File: src/assert_macros.svh
// Assertion macros shared by the bit buffer RTL.
`ifndef ASSERT_MACROS_SVH
`define ASSERT_MACROS_SVH

// Clocked assertion that is switched off while reset is high.
`define MBB_ASSERT(lbl, clk, rst, prop, msg) \
   lbl: assert property (@(posedge clk) disable iff (rst) prop) else $error(msg);

// Clocked assertion that is checked through reset as well.
`define MBB_ASSERT_ALWAYS(lbl, clk, prop, msg) \
   lbl: assert property (@(posedge clk) prop) else $error(msg);

`endif

File: src/mbb_pkg.sv
// Package with sizes, codes and shared types of the MSB-first bit buffer.
package mbb_pkg;

   localparam int STORE_BYTES = 4096;
   localparam int WORD_BITS   = 64;
   localparam int STORE_WORDS = STORE_BYTES / 8;
   localparam int BANK_DEPTH  = STORE_WORDS / 2;
   localparam int BANK_AW     = $clog2(BANK_DEPTH);
   localparam int RAW_CAP     = STORE_BYTES * 8;
   localparam logic [16:0] CAP_BITS = 17'((RAW_CAP > 65535) ? 65535 : RAW_CAP);

   localparam logic [2:0] OP_APPEND    = 3'd0;
   localparam logic [2:0] OP_READ_NEXT = 3'd1;
   localparam logic [2:0] OP_READ_AT   = 3'd2;
   localparam logic [2:0] OP_SEEK      = 3'd3;
   localparam logic [2:0] OP_CLEAR     = 3'd4;

   localparam logic [1:0] ST_OK       = 2'd0;
   localparam logic [1:0] ST_OVERFLOW = 2'd1;
   localparam logic [1:0] ST_BEYOND   = 2'd2;

   typedef struct packed {
      logic [5:0]  bit_in_word;
      logic [6:0]  count;
      logic [63:0] data;
   } field_ctl_type;

endpackage

File: src/mbb_field.sv
// Field aligner: extracts a field from two adjacent words and merges a new field into them.
module mbb_field (
   input  mbb_pkg::field_ctl_type ctl,
   input  logic [63:0]            word_lo,
   input  logic [63:0]            word_hi,
   output logic [63:0]            field_value,
   output logic [63:0]            merged_lo,
   output logic [63:0]            merged_hi
);

   logic [127:0] pair;
   logic [127:0] field_mask;
   logic [127:0] field_ins;
   logic [127:0] merged;
   logic [127:0] shifted;
   logic [63:0]  count_mask;
   logic [7:0]   shift;

   always_comb begin
      pair = {word_lo, word_hi};
      if (ctl.count[6]) begin
         count_mask = '1;
      end else begin
         count_mask = (64'd1 << ctl.count[5:0]) - 64'd1;
      end
      // The field's last bit sits this far above the low end of the word pair.
      shift = 8'd128 - {2'b00, ctl.bit_in_word} - {1'b0, ctl.count};
      shifted = pair >> shift;
      field_value = shifted[63:0] & count_mask;
      field_mask = {64'd0, count_mask} << shift;
      field_ins = {64'd0, ctl.data & count_mask} << shift;
      merged = (pair & ~field_mask) | field_ins;
      merged_lo = merged[127:64];
      merged_hi = merged[63:0];
   end

endmodule

File: config.mk
export PLATFORM = sky130hd
export DESIGN_NAME = mbb_field
export DESIGN_NICKNAME = d
export VERILOG_FILES = /design/src/assert_macros.svh /design/src/mbb_pkg.sv /design/src/mbb_field.sv
export SDC_FILE = /design/constraint.sdc
export NUM_CORES = 2
export LEC_CHECK = 0
export ABC_AREA = 1
export BUFFER_PORTS_ARGS = -buffer_cell sky130_fd_sc_hd__buf_2
export CORE_MARGIN = 2
export CORE_UTILIZATION = 30
export DETAILED_ROUTE_END_ITERATION = 8
export GPL_TIMING_DRIVEN = 0
export SLEW_MARGIN = 5
export SYNTH_ARGS = -nofsm -noshare
export SYNTH_HDL_FRONTEND = slang
export SYNTH_SLANG_ARGS = --single-unit
File: constraint.sdc
create_clock -name vclk -period 4.5
set_input_delay 0.675 -clock vclk [all_inputs]
set_output_delay 0.675 -clock vclk [all_outputs]
set_load 0.03 [all_outputs]
==> results.sh, run 1 <==
export IMPL_status="stopped before the end"
export IMPL_stop_stage="5_1_grt"
export IMPL_firstError="[ERROR GRT-0116] Global routing finished with congestion. Check the congestion regions in the DRC Viewer."
export IMPL_syn_avg_cell_area_um2=4.82
export IMPL_netlist_instances=5239
export IMPL_grt_pass1_wl_um=450000
export IMPL_grt_pass1_vias=50400
export IMPL_grt_overflow_total=204
export IMPL_yosysUniqueCellTypes=50
export IMPL_grt_start_max_net_pins=12
export IMPL_syn_num_nets=5458
export IMPL_place_congestion=1.37
export IMPL_numPortBuffers=395
export IMPL_chipWidth_um=294
export IMPL_place_hpwl_um=259000
export IMPL_io_pins=397
export IMPL_synth_warnings=0
export IMPL_start_util_pct=30.2
export IMPL_seq_area_frac_synth_pct=0
export IMPL_pre_cts_ws_ns=-2.40
export IMPL_rows=106
export IMPL_syn_cell_area_um2=25200
export IMPL_die_y_um=294
export IMPL_track_usage_pct=76.2
[synth_stat cells, types with 22 or more instances]
library cell  count  area (µm²)
nand3_1        1411        7060
o21ai_1          39         195
o21ai_0         427        2140
o211ai_1         41         308
a221oi_1         22         193
nand2_1        1670        6270
nand4_1         135         845
nor2_1          245         920
buf_2            69         345
nor3_1           27         135
inv_1           236         886
clkbuf_1        234         878
a21oi_1         117         586
mux2i_1         242        2420
buf_1           114         428
[through the flow]
step                cell area, µm²  setup TNS, ns  utilization, %  instances
CTS                          40300          -8.89            48.3       6896
detailed placement           29200        -376.37            35.0       6716
global placement             29200        -410.36            34.9       6714
floorplan                    25800         -0.145               -       5239
[routing by layer]
layer	global-route usage, %	GRT overflow
met1	80.4	2
met2	89.1	116
met3	62.8	2
met4	69.0	84
met5	31.0	0
[logic make-up after synthesis]
group | after synthesis | share of synthesized area [%]
adders and majority gates | 14 | 0.724
muxes | 242 | 9.60
and+or+nand+nor | 3569 | 62.7
buffers and inverters | 688 | 10.9
xor gates and xnor gates | 4 | 0.139
AOI/OAI and AO/OA | 722 | 15.9
[timing repair]
item / CTS
cloned: 9
buffers inserted: 172
setup endpoints to repair: 192
gates resized for setup: 2721
hold buffers: 0
pin swaps: 256
==> inputs of run 2 (changes only) <==
CORE_UTILIZATION = 20   (was 30)
PLACE_DENSITY_LB_ADDON = 0.15   (was not set)
clock period = 5.85 ns   (was 4.5 ns; I/O delays follow)
==> run 2 against run 1 <==
Effect of this change:
- the flow now finishes, with violations (design-rule violations, negative setup slack)
- synthesized cell count unchanged
- synthesized area unchanged
==> results.sh, run 2 <==
export IMPL_status="finished with violations"
export IMPL_violations="design-rule violations, negative setup slack"
export IMPL_chipWidth_um=359
export IMPL_dp_cells=7289
export IMPL_die_y_um=359
export IMPL_grt_pass1_wl_um=474000
export IMPL_path_max_fanout=10
export IMPL_place_congestion=1.17
export IMPL_nets=5926
export IMPL_syn_avg_cell_area_um2=4.82
export IMPL_min_period_ns=6.11
export IMPL_crit_path_start_kind="primary input"
export IMPL_grt_pass1_vias=43800
export IMPL_grt_start_max_net_pins=20
export IMPL_min_path_type="in2out"
export IMPL_route_detailed_drc=6
export IMPL_crit_family="buffers and inverters"
export IMPL_netlist_instances=5239
export IMPL_yosysUniqueCellTypes=50
export IMPL_finalSetupViolCount=101
export IMPL_track_usage_pct=56.0
export IMPL_maxCapViolCount=0
export IMPL_final_max_slew_viol_count=0
export IMPL_worst_path_max_delay_cell="buf_2"
export IMPL_seq_cells=0
export IMPL_layout_commonest_cell="nand2_1"
export IMPL_cp_depth=15
export IMPL_seq_area_frac_synth_pct=0
export IMPL_rsz0062_at_grt="yes"
export IMPL_drive_above_1_share_pct=23.2
export IMPL_final_area_um2=33500
export IMPL_layout_setup_ws_ns=-0.263
export IMPL_hold_depth=4
export IMPL_numPortBuffers=395
export IMPL_vias=49400
export IMPL_layout_common_cells="1,616 x nand2_1, 1,244 x nand3_1, 473 x buf_2, 329 x o21ai_0, 225 x inv_1"
export IMPL_synth_largest_area_cell="nand3_1"
export IMPL_rows=130
export IMPL_drt_total_wl_um=381000
export IMPL_synth_top_cells_by_count="1,670 x nand2_1, 1,411 x nand3_1, 427 x o21ai_0, 245 x nor2_1, 242 x mux2i_1"
export IMPL_io_pins=397
export IMPL_max_freq_ghz=0.164
export IMPL_place_area_um2=29400
export IMPL_synth_most_common_cell="nand2_1"
export IMPL_cts_hold_buf=0
export IMPL_crit_end="merged_hi[51]"
export IMPL_synthTopCellsByArea="nand3_1 28%, nand2_1 25%, mux2i_1 9.6%"
export IMPL_worstSetupPathType="in2out"
export IMPL_wl_per_cell_um=51.6
export IMPL_stdcell_count=7387
export IMPL_avgViaCountPerCell=6.69
export IMPL_regArea_um2=0
export IMPL_drt_iter0_markers=9348
export IMPL_start_util_pct=20.1
export IMPL_antenna_found_initial=59
export IMPL_drtAntennaViolNets=0
export IMPL_syn_cell_area_um2=25200
export IMPL_clock_buffers=0
export IMPL_place_hpwl_um=322000
export IMPL_worstPathRequired_ns=4.97
export IMPL_core_um2=125000
export IMPL_final_hold_violation_count=0
export IMPL_fin_crit_sh_pct=104
export IMPL_cpPeakStageDelay_ns=0.51
export IMPL_yosys_area_top_type_share_pct=28.0
export IMPL_cp_startpoint="ctl[67]"
export IMPL_grt_overflow_total=0
export IMPL_worst_pin_slew_ns=1.34
export IMPL_arrival_ns=5.24
export IMPL_synth_warnings=0
export IMPL_drt_pre_antenna_iters=9
export IMPL_critPathBufInv=7
export IMPL_die_area_um2=129000
export IMPL_area_growth_synth_to_final_pct=32.7
export IMPL_crit_chain="buf_2, inv_2, buf_4, ha_1, ha_2, xor2_4, buf_4, clkbuf_4, buf_2, nand3_1, nand3_1, nand3_1, a21oi_1, o21ai_1, buf_2"
export IMPL_end_kind="output port"
export IMPL_slew_headroom_pct=10.8
export IMPL_syn_num_nets=5458
-- run 2: cell counts after synthesis --
Identical to the previous run, type by type.
-- run 2: final cells by class --
class / instances / area, µm²
Fill cell: 15000 / 91900
Multi-Input combinational cell: 4551 / 24700
Buffer: 432 / 3040
Timing Repair Buffer: 468 / 2600
Tap cell: 1650 / 2060
Inverter: 254 / 986
Antenna cell: 32 / 80.1
-- run 2: per-stage QoR --
step	worst slack, ns	hold slack (ns)	setup TNS, ns	util, %
floorplan	0.00604	1.97	0	-
global placement	-2.71	2.12	-374.87	23.3
detailed placement	-2.26	2.13	-314.74	23.4
CTS	-0.00316	2.14	-0.00562	25.5
global route	-0.170	2.15	-1.82	26.6
finish	-0.263	2.14	-8.95	26.7
-- run 2: cells by family after synthesis --
kind of cell	after synthesis	synth area share, %
compound gates	722	15.9
xor+xnor	4	0.139
fa+ha+maj	14	0.724
buf+inv	688	10.9
mux	242	9.60
simple gates	3569	62.7
-- run 2: tightest hold or removal path, delay by kind of cell --
kind,cells,cell delay [ns]
buffers and inverters,2,0.28
and+or+nand+nor,2,0.10
-- run 2: worst min-delay path by stage --
stage                     slack, ns            end         from
final                          2.14  merged_lo[51]  word_lo[51]
after global routing           2.15  merged_lo[53]  word_lo[53]
after CTS                      2.14  merged_lo[51]  word_lo[51]
after detailed placement       2.13  merged_lo[51]  word_lo[51]
after global placement         2.12  merged_lo[29]  word_lo[29]
after floorplan                1.97  merged_lo[16]  word_lo[16]
-- run 2: repair_timing --
item / CTS / global route
resized for setup: 995 / 397
pin swaps: 15 / 25
setup endpoints to repair: 192 / 187
setup buffers: 30 / 38
-- run 2: per-layer routing --
metal / vias up / part of all wire (%) / track usage [%]
li1: 19100 / - / -
met5: - / 0.15 / 0
met3: 1327 / 14 / 24.5
met4: 44 / 11 / 49.0
met1: 24200 / 37 / 66.0
met2: 4830 / 38 / 76.5
